--- src/rtl/core/assert_macros.svh ---
// Assertion helpers for the route-table top-level RTL file.
`ifndef ASSERT_MACROS_SVH
`define ASSERT_MACROS_SVH

// Same-cycle implication, disabled while reset is asserted.
`define ASSERT_IMPL(name, ck, rn, pre, post) \
    name: assert property (@(posedge ck) disable iff (!rn) (pre) |-> (post)) \
        else $error("assertion failed");

// Next-cycle implication, disabled while reset is asserted.
`define ASSERT_NEXT(name, ck, rn, pre, post) \
    name: assert property (@(posedge ck) disable iff (!rn) (pre) |=> (post)) \
        else $error("assertion failed");

`endif

--- src/rtl/core/dvrt_pkg.sv ---
`timescale 1ns / 1ps
`default_nettype none

package dvrt_pkg;

    localparam int IDX_BITS    = 4;
    localparam int ROUTERS     = 1 << IDX_BITS;
    localparam int COST_BITS   = 16;
    localparam int ADDR_BITS   = 2 * IDX_BITS;
    localparam int TABLE_DEPTH = ROUTERS * ROUTERS;
    localparam int CNT_BITS    = $clog2(ROUTERS + 1);

    typedef logic [IDX_BITS-1:0]  router_t;
    typedef logic [COST_BITS-1:0] cost_t;
    typedef logic [ADDR_BITS-1:0] addr_t;
    typedef logic [CNT_BITS-1:0]  count_t;

    localparam cost_t INF_COST = COST_BITS'(65535);

    typedef enum logic [1:0] {
        ACT_INIT   = 2'd0,
        ACT_ADD    = 2'd1,
        ACT_VECTOR = 2'd2,
        ACT_LOOKUP = 2'd3
    } action_t;

    typedef enum logic [3:0] {
        ST_IDLE,
        ST_V_DIAG,
        ST_V_WRITE,
        ST_V_RELAX,
        ST_L_SRC,
        ST_L_CHECK,
        ST_L_SCAN,
        ST_DONE
    } state_t;

    typedef struct packed {
        addr_t rd_addr;
        logic  wr_en;
        addr_t wr_addr;
        cost_t wr_data;
        logic  clear;
        addr_t diag_addr;
    } tbl_req_t;

    function automatic cost_t clamp_cost(input cost_t c);
        return (c > INF_COST) ? INF_COST : c;
    endfunction

    function automatic cost_t sat_add(input cost_t a, input cost_t b);
        logic [COST_BITS:0] sum;
        sum = {1'b0, a} + {1'b0, b};
        if (sum > {1'b0, INF_COST})
        begin
            return INF_COST;
        end
        return sum[COST_BITS-1:0];
    endfunction

endpackage

`default_nettype wire

--- src/rtl/core/dvrt_ram.sv ---
`timescale 1ns / 1ps
`default_nettype none

module dvrt_ram #(
    parameter int WIDTH = 8,
    parameter int DEPTH = 16
) (
    input  wire logic                     clk,
    input  wire logic                     we,
    input  wire logic [$clog2(DEPTH)-1:0] waddr,
    input  wire logic [WIDTH-1:0]         wdata,
    input  wire logic [$clog2(DEPTH)-1:0] raddr,
    output logic      [WIDTH-1:0]         rdata
);

    logic [WIDTH-1:0] mem [DEPTH];
    logic [WIDTH-1:0] rdata_reg;

    always_ff @(posedge clk)
    begin
        if (we)
        begin
            mem[waddr] <= wdata;
        end
        rdata_reg <= mem[raddr];
    end

    assign rdata = rdata_reg;

endmodule

`default_nettype wire

--- src/rtl/core/dvrt_table.sv ---
`timescale 1ns / 1ps
`default_nettype none

module dvrt_table
    import dvrt_pkg::*;
(
    input  wire logic     clk,
    input  wire logic     rst_n,
    input  wire tbl_req_t tbl_req,
    output cost_t         rd_data
);

    logic [TABLE_DEPTH-1:0] vld_reg;
    logic [TABLE_DEPTH-1:0] vld_next;
    addr_t                  diag_reg;
    addr_t                  diag_next;
    logic                   rvld_reg;
    addr_t                  raddr_reg;
    cost_t                  ram_q;

    dvrt_ram #(
        .WIDTH(COST_BITS),
        .DEPTH(TABLE_DEPTH)
    ) u_ram (
        .clk   (clk),
        .we    (tbl_req.wr_en),
        .waddr (tbl_req.wr_addr),
        .wdata (tbl_req.wr_data),
        .raddr (tbl_req.rd_addr),
        .rdata (ram_q)
    );

    // An entry not written since the last initialize reads as infinity,
    // except the own diagonal recorded at that time, which reads as zero.
    always_comb
    begin
        vld_next  = vld_reg;
        diag_next = diag_reg;
        if (tbl_req.clear)
        begin
            vld_next  = '0;
            diag_next = tbl_req.diag_addr;
        end
        else if (tbl_req.wr_en)
        begin
            vld_next[tbl_req.wr_addr] = 1'b1;
        end
    end

    always_ff @(posedge clk or negedge rst_n)
    begin
        if (!rst_n)
        begin
            vld_reg  <= '0;
            diag_reg <= '0;
        end
        else
        begin
            vld_reg  <= vld_next;
            diag_reg <= diag_next;
        end
    end

    always_ff @(posedge clk)
    begin
        rvld_reg  <= vld_reg[tbl_req.rd_addr];
        raddr_reg <= tbl_req.rd_addr;
    end

    assign rd_data = rvld_reg ? ram_q : ((raddr_reg == diag_reg) ? '0 : INF_COST);

endmodule

`default_nettype wire

--- config.mk ---
export PLATFORM = sky130hd
export DESIGN_NAME = dvrt_table
export DESIGN_NICKNAME = d
export VERILOG_FILES = /design/src/rtl/core/assert_macros.svh /design/src/rtl/core/dvrt_pkg.sv /design/src/rtl/core/dvrt_ram.sv /design/src/rtl/core/dvrt_table.sv
export SDC_FILE = /design/constraint.sdc
export NUM_CORES = 2
export LEC_CHECK = 0
export ABC_CLOCK_PERIOD_IN_PS = 3200
export BUFFER_PORTS_ARGS = -buffer_cell sky130_fd_sc_hd__buf_4
export CAP_MARGIN = 30
export CORE_AREA = 2 2 830 832
export CTS_BUF_LIST = sky130_fd_sc_hd__clkbuf_8
export DETAILED_ROUTE_END_ITERATION = 8
export DIE_AREA = 0 0 832 834
export PLACE_DENSITY = 0.49
export SYNTH_ARGS = -nofsm -noshare
export SYNTH_HDL_FRONTEND = slang
export SYNTH_HIERARCHICAL = 1
export SYNTH_SLANG_ARGS = --single-unit
--- constraint.sdc ---
create_clock -name clk -period 3.2 [get_ports clk]
set_input_delay 0.32 -clock clk [delete_from_list [all_inputs] [get_ports clk]]
set_output_delay 0.32 -clock clk [all_outputs]
set_load 0.02 [all_outputs]
==> run_results.csv <==
group,metric,value,unit
logic_synthesis,synth_cell_types,61,
clocking,cts_made_buffers,700,
sta,finalSetupViolations,19,
flow_run,max-cap-violations,0,
placement,preCtsSetupSlack,-0.812,ns
global_route,overflow,0,
global_route,track_usage,0.144,
sta,timing.hold.ws,0.131,ns
placement,port_buffers,59,
placement,place_congestion,0.846,
layout,largest_register_ffs,4096,
route,avgViaCountPerCell,4.75,
die,dieHeight,834,µm
critical_path,max_stage_delay,0.40,ns
global_route,grt_max_degree,112,
sta,max_freq,288,MHz
sta,rsz0062_at_grt,"true",
global_route,first_global_vias,93700,
clocking,clk_latency,1.25,ns
route,drtIter0Drc,9096,
layout,layout_commonest_cell,"edfxtp_1",
route,drt_wl_total,520,mm
route,route.detailed.drc,0,
die,core,684000,µm²
placement,dp.final_hpwl,326,mm
layout,finalNetCount,9819,
clocking,path_clk_slew,0.06,ns
logic_synthesis,syn_area_per_cell,20.0,µm²
critical_path,crit_type,"reg2out",
run_status,status,"finished, violations left",
sta,fin_ws,-0.273,ns
clocking,cts.sinks,4385,
critical_path,crit_top_cell,"buf_4",
die,die_w,832,µm
die,start_util,0.250,
sta,report.final.slew_viol_count,0,
clocking,cts_tree,"done",
clocking,htree_levels,6,
critical_path,crit_family,"buffers and inverters",
logic_synthesis,yosysWarnings,6,
critical_path,worstPathArrival,3.15,ns
global_route,grt_antenna_before_repair,42,
sta,fin_tns_setup,-3.36,ns
layout,drive_gt1_frac,0.284,
clocking,root_buffer,"clkbuf_8",
clocking,cts_buffer_depth,4,
sta,worstMarginPinSlew,1.12,ns
route,routedWlPerCell,26.8,µm
critical_path,worstPathCellList,"xor2_1, nor4_4, a21oi_2, buf_12, a21o_4, buf_4, buf_4",
sta,relSlewSlack,0.244,
layout,syn2layout_area_growth,18.8,%
die,die-area,694000,µm²
sta,fin_crit,3.47,ns
logic_synthesis,async_reset_ff_frac,0.0602,
die,row_count,304,
critical_path,startpoint_type,"flop",
pwr,ir_drop,0.443,mV
hold_path,min_path_type,"in2reg",
pwr,p_per_area,566,nW/µm²
pwr,p_leak,66.6,nW
critical_path,endpoint_kind,"output port",
route,antenna_left,0,
sta,fin_crit_sh,1.09,
logic_synthesis,seq_area_frac_synth,0.762,
run_status,violations,"setup timing",
logic_synthesis,ys_ff_latch,4385,
layout,fillers,66700,
critical_path,r2r_setup_slack,-0.03,ns
sta,skew,0.0601,ns
sta,hold_viol_final,0,
critical_path,critPathMaxFanout,18,
logic_synthesis,synth_edf_count,4096,
critical_path,crit_buf_inv,3,
critical_path,cp.required,2.88,ns
route,num_vias,92000,
logic_synthesis,ys.flop_type,"edfxtp_1",
route,drtPass1Iterations,5,
logic_synthesis,synth_area,171000,µm²
critical_path,cpMaxStageDelayCell,"dfrtp_1",
die,ios,60,
logic_synthesis,syn_nets,8565,
layout,layout_common_cells,"edfxtp_1 (4,096), buf_4 (822), mux4_2 (817)",
global_route,grt_pass1_wl,723,mm
logic_synthesis,synth_cells,8521,
-- logic make-up (layout without fill, tap and decap cells) --
logic type / count (synthesis) / count (layout) / synth area share
compound gates: 1115 / 1115 / 0.0434
xor+xnor: 8 / 8 / 0.000410
buf+inv: 553 / 2344 / 0.0182
flops: 4385 / 4385 / 0.762
mux: 1563 / 1563 / 0.153
other cells: 0 / 18 / 0
simple gates: 897 / 897 / 0.0227
-- cell usage after synthesis, types with 13 or more instances --
| library cell | instances | area share |
|---|---|---|
| a211oi_1 | 18 | 0.00079 |
| a21o_1 | 18 | 0.00079 |
| a21oi_1 | 432 | 0.013 |
| a221oi_1 | 37 | 0.0019 |
| a22o_1 | 34 | 0.0017 |
| a22oi_1 | 46 | 0.0020 |
| buf_1 | 33 | 0.00073 |
| buf_2 | 87 | 0.0025 |
| buf_4 | 27 | 0.0012 |
| buf_6 | 81 | 0.0053 |
| clkbuf_1 | 300 | 0.0066 |
| dfrtp_1 | 264 | 0.039 |
| dfxtp_1 | 25 | 0.0029 |
| edfxtp_1 | 4096 | 0.72 |
| mux2_2 | 99 | 0.0065 |
| mux2i_1 | 634 | 0.037 |
| mux4_1 | 13 | 0.0020 |
| mux4_2 | 817 | 0.11 |
| nand2_1 | 49 | 0.0011 |
| nand3_1 | 39 | 0.0011 |
| nand4_1 | 27 | 0.00099 |
| nor2_1 | 588 | 0.013 |
| nor2b_1 | 15 | 0.00055 |
| nor3_1 | 110 | 0.0032 |
| nor4_1 | 20 | 0.00073 |
| o21ai_0 | 48 | 0.0014 |
| o221ai_1 | 253 | 0.013 |
| o22ai_1 | 171 | 0.0063 |
| o31ai_1 | 16 | 0.00070 |
| o32ai_1 | 20 | 0.0010 |
-- final timing paths --
path                                                   from                            to  cells past startpoint
worst max-delay path                diag_reg[3]$_DFFE_PN0P_                   rd_data[14]                      7
worst min-delay path                            tbl_req[23]  u_ram/mem[249][14]$_DFFE_PP_                      2
worst max register to register  u_ram/mem[135][9]$_DFFE_PP_        u_ram/rdata[9]$_DFF_P_                      8
worst min register to register     vld_reg[254]$_DFFE_PN0P_      vld_reg[254]$_DFFE_PN0P_                      2
max in group asynchronous                             rst_n      vld_reg[249]$_DFFE_PN0P_                      4
min in group asynchronous                             rst_n       diag_reg[4]$_DFFE_PN0P_                      4
-- area by class of cell --
| cell class | instances | area [µm²] | share of cell area |
|---|---|---|---|
| flip-flops and latches | 4385 | 130000 | 0.641 |
| multi-input cells | 3583 | 38100 | 0.188 |
| well taps | 9027 | 11300 | 0.0557 |
| repair buffers | 1097 | 10600 | 0.0523 |
| clock buffers | 725 | 9980 | 0.0492 |
| clock inverters | 514 | 2690 | 0.0133 |
| diodes | 18 | 45.0 | 0.000222 |
| inverters | 8 | 42.5 | 0.000210 |
-- layer usage --
metal	part of all wire	track usage	vias up
met3	0.069	0.0241	753
met4	0.031	0.0438	12
met1	0.43	0.198	49600
li1	-	-	38000
met2	0.47	0.234	3616
met5	0.00016	0	-
-- metrics by stage --
step	area, µm²	std cells	utilization	power, mW
floorplan	171000	8521	-	67.3
global placement	189000	18000	0.276	71.2
detailed placement	189000	18000	0.276	71.3
CTS	203000	19300	0.296	116
global route	203000	19300	0.296	119
finish	203000	19400	0.296	115
-- power by group --
part / switching, mW / total, mW / internal (mW)
registers: 0.0703 / 62.9 / 62.9
logic: 4.64 / 7.24 / 2.60
clock network: 22.3 / 44.7 / 22.4
total: 27.0 / 115 / 87.9
-- repair_timing --
item / in CTS / in global routing
endpoints found under the hold margin: 5035 / 0
setup endpoints to repair: 16 / 19
hold buffers: 88 / 0
pin swaps: 2 / 2
resized for setup: 17 / 9
buffers inserted: 0 / 1
Note: power is estimated with default switching activity, not from simulation.
