### src/rtl/core/assert_macros.svh
// Assertion helpers for the route-table top-level RTL file.
`ifndef ASSERT_MACROS_SVH
`define ASSERT_MACROS_SVH

// Same-cycle implication, disabled while reset is asserted.
`define ASSERT_IMPL(name, ck, rn, pre, post) \
    name: assert property (@(posedge ck) disable iff (!rn) (pre) |-> (post)) \
        else $error("assertion failed");

// Next-cycle implication, disabled while reset is asserted.
`define ASSERT_NEXT(name, ck, rn, pre, post) \
    name: assert property (@(posedge ck) disable iff (!rn) (pre) |=> (post)) \
        else $error("assertion failed");

`endif

### src/rtl/core/dvrt_pkg.sv
`timescale 1ns / 1ps
`default_nettype none

package dvrt_pkg;

    localparam int IDX_BITS    = 4;
    localparam int ROUTERS     = 1 << IDX_BITS;
    localparam int COST_BITS   = 16;
    localparam int ADDR_BITS   = 2 * IDX_BITS;
    localparam int TABLE_DEPTH = ROUTERS * ROUTERS;
    localparam int CNT_BITS    = $clog2(ROUTERS + 1);

    typedef logic [IDX_BITS-1:0]  router_t;
    typedef logic [COST_BITS-1:0] cost_t;
    typedef logic [ADDR_BITS-1:0] addr_t;
    typedef logic [CNT_BITS-1:0]  count_t;

    localparam cost_t INF_COST = COST_BITS'(65535);

    typedef enum logic [1:0] {
        ACT_INIT   = 2'd0,
        ACT_ADD    = 2'd1,
        ACT_VECTOR = 2'd2,
        ACT_LOOKUP = 2'd3
    } action_t;

    typedef enum logic [3:0] {
        ST_IDLE,
        ST_V_DIAG,
        ST_V_WRITE,
        ST_V_RELAX,
        ST_L_SRC,
        ST_L_CHECK,
        ST_L_SCAN,
        ST_DONE
    } state_t;

    typedef struct packed {
        addr_t rd_addr;
        logic  wr_en;
        addr_t wr_addr;
        cost_t wr_data;
        logic  clear;
        addr_t diag_addr;
    } tbl_req_t;

    function automatic cost_t clamp_cost(input cost_t c);
        return (c > INF_COST) ? INF_COST : c;
    endfunction

    function automatic cost_t sat_add(input cost_t a, input cost_t b);
        logic [COST_BITS:0] sum;
        sum = {1'b0, a} + {1'b0, b};
        if (sum > {1'b0, INF_COST})
        begin
            return INF_COST;
        end
        return sum[COST_BITS-1:0];
    endfunction

endpackage

`default_nettype wire

### src/rtl/core/dvrt_req_if.sv
`timescale 1ns / 1ps
`default_nettype none

interface dvrt_req_if
    import dvrt_pkg::*;
();
    logic    valid;
    logic    ready;
    action_t action;
    router_t peer_router;
    router_t relax_row;
    router_t element_index;
    cost_t   element_cost;
    cost_t   hop_cost;
    logic    last_element;
    router_t lookup_source;
    router_t lookup_target;

    modport source (
        output valid, output action, output peer_router, output relax_row,
        output element_index, output element_cost, output hop_cost,
        output last_element, output lookup_source, output lookup_target,
        input ready
    );
    modport sink (
        input valid, input action, input peer_router, input relax_row,
        input element_index, input element_cost, input hop_cost,
        input last_element, input lookup_source, input lookup_target,
        output ready
    );
endinterface

`default_nettype wire

### src/rtl/core/dvrt_rsp_if.sv
`timescale 1ns / 1ps
`default_nettype none

interface dvrt_rsp_if
    import dvrt_pkg::*;
();
    logic    valid;
    logic    ready;
    router_t next_hop;
    logic    route_found;
    logic    send_request;
    logic    neighbor_overflow;

    modport source (
        output valid, output next_hop, output route_found, output send_request,
        output neighbor_overflow, input ready
    );
    modport sink (
        input valid, input next_hop, input route_found, input send_request,
        input neighbor_overflow, output ready
    );
endinterface

`default_nettype wire

### src/rtl/core/dvrt_ctrl.sv
`timescale 1ns / 1ps
`default_nettype none

module dvrt_ctrl
    import dvrt_pkg::*;
(
    input  wire logic    clk,
    input  wire logic    rst_n,
    input  wire router_t own_router,
    dvrt_req_if.sink     req,
    dvrt_rsp_if.source   rsp,
    output tbl_req_t     tbl_req,
    input  wire cost_t   rd_data
);

    state_t  state_reg, state_next;
    count_t  count_reg, count_next;
    logic    pend_reg, pend_next;
    logic    out_valid_reg, out_valid_next;

    router_t peer_reg, relax_reg, idx_reg, src_reg, tgt_reg;
    cost_t   elem_reg, hop_reg;
    logic    last_reg;
    logic    fwd_reg, fwd_next;
    count_t  issue_reg, issue_next;
    router_t cmp_reg, cmp_next;
    cost_t   best_reg, best_next;
    router_t res_hop_reg, res_hop_next;
    logic    res_found_reg, res_found_next;
    logic    res_send_reg, res_send_next;
    logic    res_ovf_reg, res_ovf_next;

    router_t out_hop_reg;
    logic    out_found_reg, out_send_reg, out_ovf_reg;

    router_t nid_reg [ROUTERS];
    cost_t   ncost_reg [ROUTERS];

    logic    accept;
    logic    nb_we;
    logic    load_out;
    cost_t   entry;
    cost_t   total;
    logic    upd;
    logic    pend_now;
    cost_t   scan_total;

    assign req.ready = (state_reg == ST_IDLE);
    assign accept    = req.valid && req.ready;

    always_comb
    begin
        state_next     = state_reg;
        count_next     = count_reg;
        pend_next      = pend_reg;
        fwd_next       = fwd_reg;
        issue_next     = issue_reg;
        cmp_next       = cmp_reg;
        best_next      = best_reg;
        res_hop_next   = res_hop_reg;
        res_found_next = res_found_reg;
        res_send_next  = res_send_reg;
        res_ovf_next   = res_ovf_reg;
        out_valid_next = out_valid_reg && !rsp.ready;
        nb_we          = 1'b0;
        load_out       = 1'b0;
        tbl_req        = '0;
        entry          = fwd_reg ? elem_reg : rd_data;
        total          = sat_add(elem_reg, hop_reg);
        upd            = (entry == INF_COST) || (entry > total);
        pend_now       = pend_reg || upd;
        scan_total     = sat_add(rd_data, ncost_reg[cmp_reg]);

        unique case (state_reg)
            ST_IDLE:
            begin
                if (accept)
                begin
                    res_hop_next   = '0;
                    res_found_next = 1'b0;
                    res_send_next  = 1'b0;
                    res_ovf_next   = 1'b0;
                    unique case (req.action)
                        ACT_INIT:
                        begin
                            tbl_req.clear     = 1'b1;
                            tbl_req.diag_addr = {own_router, own_router};
                            count_next        = '0;
                            pend_next         = 1'b0;
                            state_next        = ST_DONE;
                        end
                        ACT_ADD:
                        begin
                            if (count_reg == CNT_BITS'(ROUTERS))
                            begin
                                res_ovf_next = 1'b1;
                            end
                            else
                            begin
                                nb_we           = 1'b1;
                                count_next      = count_reg + CNT_BITS'(1);
                                tbl_req.wr_en   = 1'b1;
                                tbl_req.wr_addr = {own_router, req.peer_router};
                                tbl_req.wr_data = clamp_cost(req.hop_cost);
                            end
                            state_next = ST_DONE;
                        end
                        ACT_VECTOR:
                        begin
                            state_next = ST_V_DIAG;
                        end
                        ACT_LOOKUP:
                        begin
                            state_next = ST_L_SRC;
                        end
                    endcase
                end
            end
            ST_V_DIAG:
            begin
                tbl_req.rd_addr = {peer_reg, peer_reg};
                state_next      = ST_V_WRITE;
            end
            ST_V_WRITE:
            begin
                if (rd_data == INF_COST)
                begin
                    pend_next = 1'b1;
                end
                tbl_req.wr_en   = 1'b1;
                tbl_req.wr_addr = {peer_reg, idx_reg};
                tbl_req.wr_data = elem_reg;
                // The relaxed entry is the one just written when the rows match.
                tbl_req.rd_addr = {relax_reg, idx_reg};
                fwd_next        = (relax_reg == peer_reg);
                state_next      = ST_V_RELAX;
            end
            ST_V_RELAX:
            begin
                if (upd)
                begin
                    tbl_req.wr_en   = 1'b1;
                    tbl_req.wr_addr = {relax_reg, idx_reg};
                    tbl_req.wr_data = total;
                end
                if (last_reg)
                begin
                    res_send_next = pend_now;
                    pend_next     = 1'b0;
                end
                else
                begin
                    pend_next = pend_now;
                end
                state_next = ST_DONE;
            end
            ST_L_SRC:
            begin
                tbl_req.rd_addr = {src_reg, tgt_reg};
                state_next      = ST_L_CHECK;
            end
            ST_L_CHECK:
            begin
                if ((rd_data == INF_COST) || (count_reg == '0))
                begin
                    state_next = ST_DONE;
                end
                else
                begin
                    tbl_req.rd_addr = {nid_reg[0], tgt_reg};
                    issue_next      = CNT_BITS'(1);
                    cmp_next        = '0;
                    best_next       = INF_COST;
                    state_next      = ST_L_SCAN;
                end
            end
            ST_L_SCAN:
            begin
                if ((rd_data != INF_COST) && (scan_total < best_reg))
                begin
                    best_next      = scan_total;
                    res_hop_next   = nid_reg[cmp_reg];
                    res_found_next = 1'b1;
                end
                tbl_req.rd_addr = {nid_reg[issue_reg[IDX_BITS-1:0]], tgt_reg};
                if ((CNT_BITS'(cmp_reg) + CNT_BITS'(1)) == count_reg)
                begin
                    state_next = ST_DONE;
                end
                else
                begin
                    cmp_next   = issue_reg[IDX_BITS-1:0];
                    issue_next = issue_reg + CNT_BITS'(1);
                end
            end
            ST_DONE:
            begin
                if (!out_valid_reg || rsp.ready)
                begin
                    load_out       = 1'b1;
                    out_valid_next = 1'b1;
                    state_next     = ST_IDLE;
                end
            end
            default:
            begin
                state_next = ST_IDLE;
            end
        endcase
    end

    always_ff @(posedge clk or negedge rst_n)
    begin
        if (!rst_n)
        begin
            state_reg     <= ST_IDLE;
            count_reg     <= '0;
            pend_reg      <= 1'b0;
            out_valid_reg <= 1'b0;
        end
        else
        begin
            state_reg     <= state_next;
            count_reg     <= count_next;
            pend_reg      <= pend_next;
            out_valid_reg <= out_valid_next;
        end
    end

    always_ff @(posedge clk)
    begin
        if (accept)
        begin
            peer_reg  <= req.peer_router;
            relax_reg <= req.relax_row;
            idx_reg   <= req.element_index;
            elem_reg  <= clamp_cost(req.element_cost);
            hop_reg   <= clamp_cost(req.hop_cost);
            last_reg  <= req.last_element;
            src_reg   <= req.lookup_source;
            tgt_reg   <= req.lookup_target;
        end
        if (nb_we)
        begin
            nid_reg[count_reg[IDX_BITS-1:0]]   <= req.peer_router;
            ncost_reg[count_reg[IDX_BITS-1:0]] <= clamp_cost(req.hop_cost);
        end
        if (load_out)
        begin
            out_hop_reg   <= res_hop_reg;
            out_found_reg <= res_found_reg;
            out_send_reg  <= res_send_reg;
            out_ovf_reg   <= res_ovf_reg;
        end
        fwd_reg       <= fwd_next;
        issue_reg     <= issue_next;
        cmp_reg       <= cmp_next;
        best_reg      <= best_next;
        res_hop_reg   <= res_hop_next;
        res_found_reg <= res_found_next;
        res_send_reg  <= res_send_next;
        res_ovf_reg   <= res_ovf_next;
    end

    assign rsp.valid             = out_valid_reg;
    assign rsp.next_hop          = out_hop_reg;
    assign rsp.route_found       = out_found_reg;
    assign rsp.send_request      = out_send_reg;
    assign rsp.neighbor_overflow = out_ovf_reg;

endmodule

`default_nettype wire

### src/flat_wrapper.sv
// flat-port wrapper written by rule: the top's interface ports become plain ports
module dvrt_ctrl_flat import dvrt_pkg::*;
  (clk, rst_n, own_router, tbl_req, rd_data, req_valid, req_action, req_peer_router, req_relax_row, req_element_index, req_element_cost, req_hop_cost, req_last_element, req_lookup_source, req_lookup_target, req_ready, rsp_valid, rsp_next_hop, rsp_route_found, rsp_send_request, rsp_neighbor_overflow, rsp_ready);
  dvrt_req_if req_i ();
  dvrt_rsp_if rsp_i ();
  input  wire logic clk;
  input  wire logic rst_n;
  input  wire router_t own_router;
  output tbl_req_t tbl_req;
  input  wire cost_t rd_data;
  input wire logic [$bits(req_i.valid)-1:0] req_valid;
  input wire logic [$bits(req_i.action)-1:0] req_action;
  input wire logic [$bits(req_i.peer_router)-1:0] req_peer_router;
  input wire logic [$bits(req_i.relax_row)-1:0] req_relax_row;
  input wire logic [$bits(req_i.element_index)-1:0] req_element_index;
  input wire logic [$bits(req_i.element_cost)-1:0] req_element_cost;
  input wire logic [$bits(req_i.hop_cost)-1:0] req_hop_cost;
  input wire logic [$bits(req_i.last_element)-1:0] req_last_element;
  input wire logic [$bits(req_i.lookup_source)-1:0] req_lookup_source;
  input wire logic [$bits(req_i.lookup_target)-1:0] req_lookup_target;
  output wire logic [$bits(req_i.ready)-1:0] req_ready;
  output wire logic [$bits(rsp_i.valid)-1:0] rsp_valid;
  output wire logic [$bits(rsp_i.next_hop)-1:0] rsp_next_hop;
  output wire logic [$bits(rsp_i.route_found)-1:0] rsp_route_found;
  output wire logic [$bits(rsp_i.send_request)-1:0] rsp_send_request;
  output wire logic [$bits(rsp_i.neighbor_overflow)-1:0] rsp_neighbor_overflow;
  input wire logic [$bits(rsp_i.ready)-1:0] rsp_ready;
  assign req_i.valid = req_valid;
  assign req_i.action = req_action;
  assign req_i.peer_router = req_peer_router;
  assign req_i.relax_row = req_relax_row;
  assign req_i.element_index = req_element_index;
  assign req_i.element_cost = req_element_cost;
  assign req_i.hop_cost = req_hop_cost;
  assign req_i.last_element = req_last_element;
  assign req_i.lookup_source = req_lookup_source;
  assign req_i.lookup_target = req_lookup_target;
  assign req_ready = req_i.ready;
  assign rsp_valid = rsp_i.valid;
  assign rsp_next_hop = rsp_i.next_hop;
  assign rsp_route_found = rsp_i.route_found;
  assign rsp_send_request = rsp_i.send_request;
  assign rsp_neighbor_overflow = rsp_i.neighbor_overflow;
  assign rsp_i.ready = rsp_ready;
  dvrt_ctrl u_core (.clk(clk), .rst_n(rst_n), .own_router(own_router), .req(req_i), .rsp(rsp_i), .tbl_req(tbl_req), .rd_data(rd_data));
endmodule
### config.mk
export PLATFORM = sky130hd
export DESIGN_NAME = dvrt_ctrl_flat
export DESIGN_NICKNAME = d
export VERILOG_FILES = /design/src/rtl/core/assert_macros.svh /design/src/rtl/core/dvrt_pkg.sv /design/src/rtl/core/dvrt_req_if.sv /design/src/rtl/core/dvrt_rsp_if.sv /design/src/rtl/core/dvrt_ctrl.sv /design/src/flat_wrapper.sv
export SDC_FILE = /design/constraint.sdc
export NUM_CORES = 1
export LEC_CHECK = 0
export BUFFER_PORTS_ARGS = -buffer_cell sky130_fd_sc_hd__buf_2
export CORE_AREA = 2 2 267 269
export DETAILED_ROUTE_END_ITERATION = 6
export DIE_AREA = 0 0 269 271
export PLACE_DENSITY = 0.54
export SLEW_MARGIN = 20
export SYNTH_ARGS = -nofsm -noshare
export SYNTH_HDL_FRONTEND = slang
export SYNTH_SLANG_ARGS = --single-unit
export TNS_END_PERCENT = 30
### constraint.sdc
create_clock -name clk -period 8 [get_ports clk]
set_input_delay 0.8 -clock clk [delete_from_list [all_inputs] [get_ports clk]]
set_output_delay 0.8 -clock clk [all_outputs]
set_load 0.03 [all_outputs]
==> metrics.txt, run 1 <==
outcome complete, no violations; Synth Area in Compound Gates between 7 and 8%; post-place setup slack 1.749 ns; Initial Util between 20% and 30%; Clock Pin Slew Worst Setup and Hold Paths about 0.060 ns; largest family of logic cells by synthesized area multiplexers; Post-synth EDFFs slightly above 400; fin nets 1533; Fmax 0.1485 GHz; Critical Path RT between 7 and 8 ns; Tmin final slightly below 7 ns; Final Power between 0.008 and 0.009 W; Adder-Cell Fraction of Synth Area ~4.5%; Multi-input gate area approximately 7000 um2; Worst slew margin a little over a quarter; vias per inst ~5.1; Worst EP arrival roughly 5.9 ns; Synth Flop Type edfxtp_1; Seq. cell area 12790 um2; Root Driver clkbuf_16; first-pass GRT wire length between 80000 and 90000 um; largest net degree at the start of global routing 55; library cells used by synthesis 73; post-route insts no fill between 2000 and 2500; number of fillers in the final layout 6664; Gate Count Post-Synth 1246; hold crit path type in2async; H-tree depth 2; YS warnings 0; Net Count, Synth around 1400; Final Hold Vio Count 0; number of clock sinks 430; # IOs 130; Routed Antenna Nets 0; min setup slack post-route approximately 1.3 ns; crit path cell chain ha_1, inv_1, fa_1, nand2b_1, a21o_1, a211o_1, a211oi_4, a211oi_1, ha_1, nand4_1, nor4_1, a21boi_0, or3_1, a21oi_2, buf_4, o21ai_0, buf_2; TritonCTS clock tree built; total global-route track usage between 10% and 20%; RePlAce Congestion approximately 0.9; port bufs about 130; antenna violations before repair 8; final period utilization between 80% and 90%; maximum fanout along the worst path 20; postcts setup bufs 0; GRT Residual Overflow 0; CP peak stage delay ~0.66 ns; clk_lat worst skew around 0.58 ns; share of layout cells above drive strength 1 roughly 28%; critical path class reg2out; Synth top area share slightly above 60%; RSZ-0062 raised after global routing no; Mapped Avg Cell Area between 15 and 20 um2; async set-reset flop share out of synthesis 2.326%; Final Skew roughly 0.015 ns; clk buf depth 3; Cell Area, Synth about 20000 um2; IR drop worst, VDD around 180 uV; Synth area leader edfxtp_1; Die Ht around 270 um; Slew @ Worst Pin about 1.1 ns; hold buffer count at cts 0; leakage power about 8 nW; Crit path top cell by count ha_1; Synth area leaders edfxtp_1 (61%), mux4_2 (13%), ha_1 (4.3%); Rows 97; WL final approximately 56000 um; post-synthesis sequential area ratio 63.52%; Post-Synth Simple-Gate Area 6.193%; CORE AREA between 60000 and 70000 um2; DR WL/cell around 24 um; # diodes 0; via count approximately 12000; CP max-delay cell a211oi_4; synthesis-to-finish area growth 16.66%; number of buffers created by CTS 45; Placed Cells 2276; vias in the first global route 12070; post-CTS resize count 0; CP endpoint kind output port; # DRC 0; xor/xnor cell area share of the yosys netlist under 10%; Yosys reg bits 430; die span in x between 200 and 300 um; 1st-pass router iterations 7; Final Setup Violations 0; max reg flops around 260; Slew Viols, Final 0; die area around 73000 um2; multiplexer share of the synthesized area 14.85%; crit path launch type register; Crit. Startpoint u_core.elem_reg[0]; power per cell area between 300 and 400 nW/um2; detailed placement HPWL roughly 37000 um; max cap viols 0; setup TNS 0 ns; initial drt markers between 1000 and 1500
## per-layer routing
metal | GRT usage, % | vias up | routed length, um | part of all wire (%)
met2 | 24.35 | 368 | 26380 | 47
li1 | - | 5286 | - | -
met1 | 19.85 | 6158 | 23630 | 42
met5 | 0 | - | 92 | 0.17
met3 | 3.586 | 131 | 3633 | 6.5
met4 | 5.365 | 16 | 1925 | 3.5
## worst max-delay path: cells and delay by family (launching register included)
family	cells	cell delay [ns]
AOI/OAI and AO/OA	7	2.24
adders and majority gates	3	1.01
buffers and inverters	3	0.56
DFF	1	0.42
and+or+nand+nor	4	1.14
## cell usage in the layout, fill, tap and decap left out, types with 6 or more instances in the layout
cell	instances
inv_1	41
nand2_1	78
o211ai_1	9
dfxtp_1	6
xor2_1	17
mux4_2	116
o21ai_1	9
a21oi_1	44
clkinv_2	9
o21a_1	15
and2_1	17
or3_1	9
nor3_1	14
nor4_1	6
xnor2_1	13
a211oi_1	16
nand3_1	12
buf_2	129
o21ai_0	38
nor2_1	43
a22oi_1	20
a21o_1	18
dfrtp_1	10
mux2i_1	6
nor2b_1	7
nor2_4	13
mux2_4	6
clkbuf_1	6
clkbuf_16	45
edfxtp_1	412
nor3_2	6
ha_1	69
bufinv_16	7
nand4_1	14
mux2_2	20
nand2b_1	14
buf_4	16
## Yosys cell counts, types with 5 or more instances
cell type / n
clkbuf_1: 26
mux2_4: 6
mux2_2: 20
a31oi_1: 5
a21o_1: 18
nor4_1: 6
a221o_1: 5
xor2_1: 17
a22oi_1: 20
or3_1: 9
inv_1: 41
ha_1: 69
a211o_1: 5
mux2i_1: 6
nand4_1: 14
xnor2_1: 13
o21ai_0: 38
dfxtp_1: 8
buf_2: 14
and2_1: 18
dfrtp_1: 10
nor2_1: 55
a221oi_1: 5
o21a_1: 15
edfxtp_1: 412
a211oi_1: 16
nand2b_1: 14
nor2b_1: 7
nor3_1: 19
buf_4: 8
mux4_2: 116
o211ai_1: 9
buf_6: 5
nand2_1: 78
nand3_1: 12
a21oi_1: 45
o21ai_1: 9
## metrics by stage
step / utilization, % / instance area (um2) / hold slack, ns
final: 33.64 / 23470 / 0.07843
after global placement: 31.43 / 21930 / 0.4007
after global routing: 33.64 / 23470 / 0.06994
after floorplan: - / 20120 / 0.4003
after CTS: 33.64 / 23470 / 0.04907
after detailed placement: 31.43 / 21930 / 0.4052
## path summary, 6_finish.rpt
path                                            to  cells after the start  slack (ns)
min                            u_core.state_reg[0]                      1        0.08
min in group clk                 u_core.src_reg[1]                      1        0.39
max                                     tbl_req[9]                     17        1.26
max in group asynchronous      u_core.count_reg[3]                      1        7.72
min reg2reg                u_core.rsp.send_request                      0        0.42
max reg2reg                    u_core.best_reg[13]                     18        1.83
## power breakdown
part	total, W	switching, W	internal (W)
clock network	0.00220	0.000902	0.00130
logic	0.00324	0.00182	0.00142
registers	0.00300	0.000301	0.00270
## cell families after synthesis
| logic type | count (synthesis) |
|---|---|
| DFF | 430 |
| and+or+nand+nor | 250 |
| AOI/OAI and AO/OA | 220 |
| muxes | 148 |
| buffers and inverters | 97 |
| adders and majority gates | 71 |
| xor gates and xnor gates | 30 |
## layout make-up
class | instances | share of cell area, %
flip-flops and latches | 430 | 54.49
multi-input cells | 719 | 29.93
clock buffers | 54 | 5.069
well taps | 940 | 5.010
repair buffers | 146 | 3.347
clock inverters | 28 | 1.503
inverters | 41 | 0.6556
Power figures use the tool's default switching activity.
==> inputs of run 2 (changes only) <==
- ABC_AREA: not set -> 1
- CORE_AREA: 2 2 267 269 -> 2 2 270 272
- DIE_AREA: 0 0 269 271 -> 0 0 272 274
- PLACE_DENSITY: 0.54 -> 0.55
- clock period: 8 -> 5.9 ns (I/O delays scaled with it)
==> run 2 against run 1 <==
Compared with the run above: die area up 2.2%; synthesized cell count up 52%; worst setup slack worse by 0.79 ns; core utilization down 0.48 points; register-to-register slack worse by 1.2 ns; sequential cell count unchanged; critical path depth up 10; final cell count up 27%; critical path type unchanged.
==> metrics.txt, run 2 <==
outcome complete, no violations; Net Count, Synth 2040 (+46%); most frequent cell after synthesis edfxtp_1; die area 74530 um2 (+2.2%); Gate Count Post-Synth 1890 (+52%); max cap viols 0 (unchanged); vias per inst 4.927 (-2.8%); via count 14770 (+24%); number of clock sinks 430 (unchanged); power per cell area 490.8 nW/um2 (+36%); Synth top area share 60.22% (-1.3 points); library cells used by synthesis 58 (-21%); Worst Hold Endpoint u_core.elem_reg[11]; max reg flops 256 (unchanged); RSZ-0062 raised after global routing no; Fmax between 0.15 and 0.2 GHz; post-route insts no fill 2998 (+27%); vias in the first global route 14250 (+18%); critical path class reg2out; Clock Pin Slew Worst Setup and Hold Paths 0.06 ns (about the same); clk_lat worst skew 0.58 ns (about the same); largest net degree at the start of global routing 97 (+76%); Tmin final between 5 and 6 ns; IR drop worst, VDD 250.9 uV (+43%); Yosys reg bits 430 (unchanged); number of buffers created by CTS 47 (+4.4%); leakage power 8.882 nW (+11%); Worst slew margin 30.16% (+3.9 points); final period utilization between 90% and 100%; min setup slack post-route 0.4711 ns (-0.7929 ns); Synth area leader edfxtp_1; RR Endpoint u_core.best_reg[0]; Slew @ Worst Pin 1.045 ns (-0.06044 ns); # diodes 0 (unchanged); # IOs 130 (unchanged); FF-to-FF path depth 26 (+8); Routed Antenna Nets 0 (unchanged); Worst EP arrival 4.84 ns (-1.10 ns); Die Ht 274 um (+1.1%); TritonCTS clock tree built; crit path launch type register; Root Driver clkbuf_16; GRT Residual Overflow 0 (unchanged); Post-synth EDFFs 412 (unchanged); number of fillers in the final layout 7157 (+7.4%); DR WL/cell 20.06 um (-15%); fin nets 2154 (+41%); CORE AREA 71970 um2 (+3.1%); Placed Cells 2912 (+28%); most common cell after layout, fill and taps aside edfxtp_1; reg2reg setup slack 0.65 ns (-1.18 ns); Cell Area, Synth 20540 um2 (+2.1%); first-pass GRT wire length 88820 um (+10%); hold crit path type in2reg; antenna violations before repair 2 (-6); # DRC 0 (unchanged); post-place setup slack 0.6797 ns (-1.070 ns); Synth Flop Type edfxtp_1; async set-reset flop share out of synthesis 2.326% (unchanged); CP endpoint kind output port; Critical Path RT 5.31 ns (-1.89 ns); YS warnings 0 (unchanged); RePlAce Congestion 0.8907 (-0.11%); Hold Slack 0.1829 ns (+0.1044 ns); hold path startpoint req_element_cost[11]; CP peak stage delay 0.41 ns (-0.25 ns); CP top delay family simple AND/OR/NAND/NOR gates; port bufs 129 (unchanged); WP buf/inv 5 (+2); post-synthesis sequential area ratio 62.22% (-1.3 points); maximum fanout along the worst path 15 (-25%); clk buf depth 3 (unchanged); Initial Util 28.55% (-0.29 points); H-tree depth 2 (unchanged); initial drt markers 1368 (+35%); die span in x 272 um (+1.1%); share of layout cells above drive strength 1 14.96% (-13 points); Final Setup Violations 0 (unchanged); setup TNS 0 ns (unchanged); 1st-pass router iterations 5 (-2); synthesis-to-finish area growth 16.16%; detailed placement HPWL 38980 um (+4.5%); total global-route track usage 15.65% (+0.53 points); Multi-input gate area 6800 um2 (-3.2%); Synth area leaders edfxtp_1 (60%), o21ai_0 (5.1%), nand2_1 (4.5%); Rows 99 (+2.1%); Final Hold Vio Count 0 (unchanged); Final Skew 0.02424 ns (+0.008925 ns); Mapped Avg Cell Area 10.87 um2 (-33%); commonest cells after routing, fill and taps aside edfxtp_1 (412), nand2_1 (244), o21ai_0 (208), nor2_1 (204), inv_1 (161); Slew Viols, Final 0 (unchanged); Seq. cell area 12790 um2 (about the same); Crit path top cell by count nand2_1; WL final 60130 um (+8.0%); hold path depth 1; CP max-delay cell edfxtp_1; top cells by count, synth edfxtp_1 (412), nand2_1 (244), nor2_1 (220)
run 2: changes by cell type after synthesis, sizes merged, moves of 38 or more:
cell	change
a21oi	+57
inv	+134
mux4	-116
nand2	+178
nand3	+78
nor2	+172
o211ai	+38
o21ai	+181
o221ai	+50
run 2: layout make-up:
type	count	share of cell area [%]
Tap cell	959	5.028
Sequential cell	430	53.59
Multi-Input combinational cell	1192	28.49
Timing Repair Buffer	158	3.848
Clock inverter	20	0.7602
Clock buffer	64	5.500
Inverter	175	2.784
run 2: worst max path at each step:
| stage | from | end | slack [ns] | cells after the start |
|---|---|---|---|---|
| 4_1_cts | u_core.elem_reg[0] | tbl_req[9] | 0.15 | 29 |
| 3_5_place_dp | register | u_core.best_reg[1] | 0.68 | 26 |
| 5_1_grt | u_core.elem_reg[0] | tbl_req[9] | 0.04 | 30 |
| 3_3_place_gp | register | u_core.best_reg[1] | 0.76 | 26 |
| 6_report | u_core.elem_reg[0] | tbl_req[9] | 0.47 | 27 |
| 2_1_floorplan | register | u_core.best_reg[0] | 1.22 | 25 |
run 2: logic make-up after synthesis:
group,after synthesis,synth area share [%]
simple gates,611,12.68
compound gates,481,14.15
flops,430,62.22
buf+inv,268,5.292
fa+ha+maj,71,4.397
xor+xnor,26,1.108
mux,3,0.1523
run 2: through the flow:
stage               power, W  instance area [um2]  util [%]
floorplan           0.007275                20540         -
global placement    0.008794                22320     31.02
detailed placement  0.008870                22320     31.02
CTS                  0.01177                23830     33.11
global route         0.01246                23870     33.16
finish               0.01171                23870     33.16
run 2: metal layers:
layer / vias to the layer above / GRT usage (%) / part of all wire (%)
li1: 6988 / - / -
met1: 7255 / 20.91 / 45
met2: 444 / 26.19 / 48
met3: 81 / 2.207 / 5.2
met4: 4 / 5.046 / 2.6
met5: - / 0 / 0.038
run 2: power by group:
part	total [W]	leakage, nW	switching, W	internal [W]
clock network	0.00289	0.732	0.00120	0.00168
registers	0.00381	3.87	0.000185	0.00362
logic	0.00502	4.28	0.00345	0.00156
total	0.0117	8.88	0.00484	0.00687
run 2: what timing repair did:
item	4_1_cts	5_1_grt
resized for setup	0	6
endpoints found under the hold margin	10	0
hold buffers	1	0
setup endpoints to repair	0	7
buffers inserted	0	1
==> inputs of run 3 (changes only) <==
- GPL_TIMING_DRIVEN: not set -> 0
==> run 3 against run 2 <==
Compared with the run above: sequential share of layout area fell by 1.5 points; via count rose by 7.1%; highest routed layer unchanged; worst setup slack worse by 0.13 ns; first-iteration DRC count is 39% higher; design area increased by 2.9%; routed wire length rose by 15%; clock skew increased by 0.0083 ns; global-route usage is 2.5 points higher; core utilization is 0.96 points higher; critical path depth fell by 5; critical endpoint is now u_core.best_reg[13].
==> metrics.txt, run 3 (synthesis gave the netlist of run 2 again) <==
outcome complete, no violations; first-pass GRT wire length 100200 um (+13%); Initial Util 28.55% (unchanged); commonest cells after routing, fill and taps aside edfxtp_1 (412), nand2_1 (244), o21ai_0 (208), nor2_1 (204), inv_1 (161); clk_lat worst skew 0.60 ns (+0.02 ns); CORE AREA 71970 um2 (unchanged); Seq. cell area 12780 um2 (about the same); RR Endpoint u_core.best_reg[13]; RePlAce Congestion 0.8776 (-1.5%); Clk pwr share 24.0% (-0.7 points); detailed placement HPWL 49140 um (+26%); DR WL/cell 22.47 um (+12%); total global-route track usage 18.15% (+2.5 points); Tmin final 5.559 ns (+0.1298 ns); hold crit path type in2reg; number of clock sinks 430 (unchanged); sequential share of power 31.1% (-1.4 points); IR drop worst, VDD 229.1 uV (-8.7%); number of fillers in the final layout 7141 (-0.22%); vias per inst 5.137 (+4.3%); Final Util 34.12% (+0.96 points); CP endpoint kind register; die area 74530 um2 (unchanged); final period utilization 94.21% (+2.2 points); WP buf/inv 4 (-1); Crit path top cell by count nand2_1; power per cell area 495.1 nW/um2 (+0.87%); max reg flops 256 (unchanged); via count 15820 (+7.1%); combinational share of power 44.9% (+2.1 points); clk buf depth 3 (unchanged); Final Skew 0.03259 ns (+0.008346 ns); most common cell after layout, fill and taps aside edfxtp_1; Fmax 0.1799 GHz (-2.3%); maximum fanout along the worst path 12 (-3); Internal 0.006895 W (+0.33%); number of buffers created by CTS 48 (+2.1%); Slew @ Worst Pin 0.9046 ns (-0.1405 ns); critical path depth 22 (-19%); TritonCTS clock tree built; Rows 99 (unchanged); Clock Pin Slew Worst Setup and Hold Paths 0.06 ns (about the same); GRT Residual Overflow 0 (unchanged); port bufs 129 (unchanged); CP top delay family simple AND/OR/NAND/NOR gates; share of layout cells above drive strength 1 15.99% (+1.0 points); RSZ-0062 raised after global routing no; vias in the first global route 15170 (+6.5%); Root Driver clkbuf_16; crit path launch type register; Routed Antenna Nets 0 (unchanged); # diodes 0 (unchanged); leakage power 9.175 nW (+3.3%); # IOs 130 (unchanged); postcts setup bufs 0 (unchanged); max cap viols 0 (unchanged); critical path class reg2reg; antenna violations before repair 4 (+2); largest net degree at the start of global routing 25 (-74%); # DRC 0 (unchanged); fin nets 2238 (+3.9%); WL final 69180 um (+15%); Worst EP arrival 5.84 ns (+1.00 ns); hold path depth 1 (unchanged); H-tree depth 2 (unchanged); Final Setup Violations 0 (unchanged); reg2reg setup slack 0.34 ns (-0.31 ns); Slew Viols, Final 0 (unchanged); Worst slew margin 39.70% (+9.5 points); Critical Path RT 6.18 ns (+0.87 ns); synthesis-to-finish area growth 19.52%; CP peak stage delay 0.78 ns (+0.37 ns); net switching power 0.005261 W (+8.7%); sw frac 43.28% (+2.0 points); 1st-pass router iterations 6 (+1); die span in x 272 um (unchanged); initial drt markers 1901 (+39%); FF-to-FF path depth 22 (-15%); Placed Cells 2997 (+2.9%); crit path cell chain clkbuf_1, o221ai_1, nand3_1, nand2_1, fa_1, nand3_1, nand2_1, nand2_1, nand2_1, nand2_1, nand2_1, inv_1, buf_2, nand2_1, ha_1, a21oi_1, o21ai_0, a21oi_1, o221a_2, nand2_1, a21oi_4, buf_8; Multi-input gate area 6845 um2 (+0.66%); Die Ht 274 um (unchanged); Final Hold Vio Count 0 (unchanged); setup TNS 0 ns (unchanged); CP max-delay cell dfxtp_1; post-route insts no fill 3079 (+2.7%); CP endpoint u_core.best_reg[13]
## run 3: changes by cell type in the layout (fill, tap and decap cells not counted), sizes merged
cell / before / now
inv: 174 / 175
clkbuf: 65 / 121
clkinvlp: 2 / 1
clkinv: 16 / 18
buf: 156 / 179
## run 3: routing by layer
layer	vias to the layer above	GRT usage, %	routed length, um
met2	696	29.36	32150
li1	7181	-	-
met1	7811	24.78	29450
met3	125	2.907	5388
met4	4	6.073	2162
met5	-	0	27
## run 3: power by group through the flow
stage	Sequential [W]	Combinational (W)	Clock (W)
2_1_floorplan	0.00381	0.00347	0
3_3_place_gp	0.00382	0.00526	0
3_5_place_dp	0.00382	0.00539	0
4_1_cts	0.00376	0.00541	0.00296
5_1_grt	0.00380	0.00601	0.00308
6_report	0.00378	0.00546	0.00291
## run 3: how the worst min path moves through the flow
stage / startpoint / to / slack (ns)
after global routing: req_element_cost[12] / u_core.elem_reg[12] / 0.16
after CTS: req_element_cost[10] / u_core.elem_reg[10] / 0.14
after floorplan: rst_n / u_core.count_reg[0] / 0.29
after detailed placement: u_core.res_ovf_reg / u_core.rsp.neighbor_overflow / 0.41
final: req_element_cost[10] / u_core.elem_reg[10] / 0.16
after global placement: u_core.res_ovf_reg / u_core.rsp.neighbor_overflow / 0.41
## run 3: cell type report
| type | count | area share, % |
|---|---|---|
| tap | 959 | 4.887 |
| sequential | 430 | 52.06 |
| multi-input combinational | 1192 | 27.88 |
| clock inverter | 22 | 0.8000 |
| buffer | 92 | 1.799 |
| timing repair buffer | 149 | 4.586 |
| inverter | 175 | 2.701 |
| clock buffer | 60 | 5.289 |
## run 3: repair_timing
item,4_1_cts,5_1_grt
setup endpoints to repair,17,27
gates resized for setup,2,32
hold endpoints to repair,10,0
hold buffers,1,0
cloned,0,0
## run 3: metrics by stage
stage | power (W) | hold slack (ns) | setup WS [ns] | cell area (um2)
5_1_grt | 0.01289 | 0.1600 | 0.01450 | 24550
2_1_floorplan | 0.007275 | 0.2944 | 1.216 | 20540
6_report | 0.01216 | 0.1598 | 0.3413 | 24550
4_1_cts | 0.01213 | 0.1384 | 0.01703 | 24490
3_3_place_gp | 0.009079 | 0.4109 | -0.7352 | 22390
3_5_place_dp | 0.009206 | 0.4093 | -0.1499 | 22980
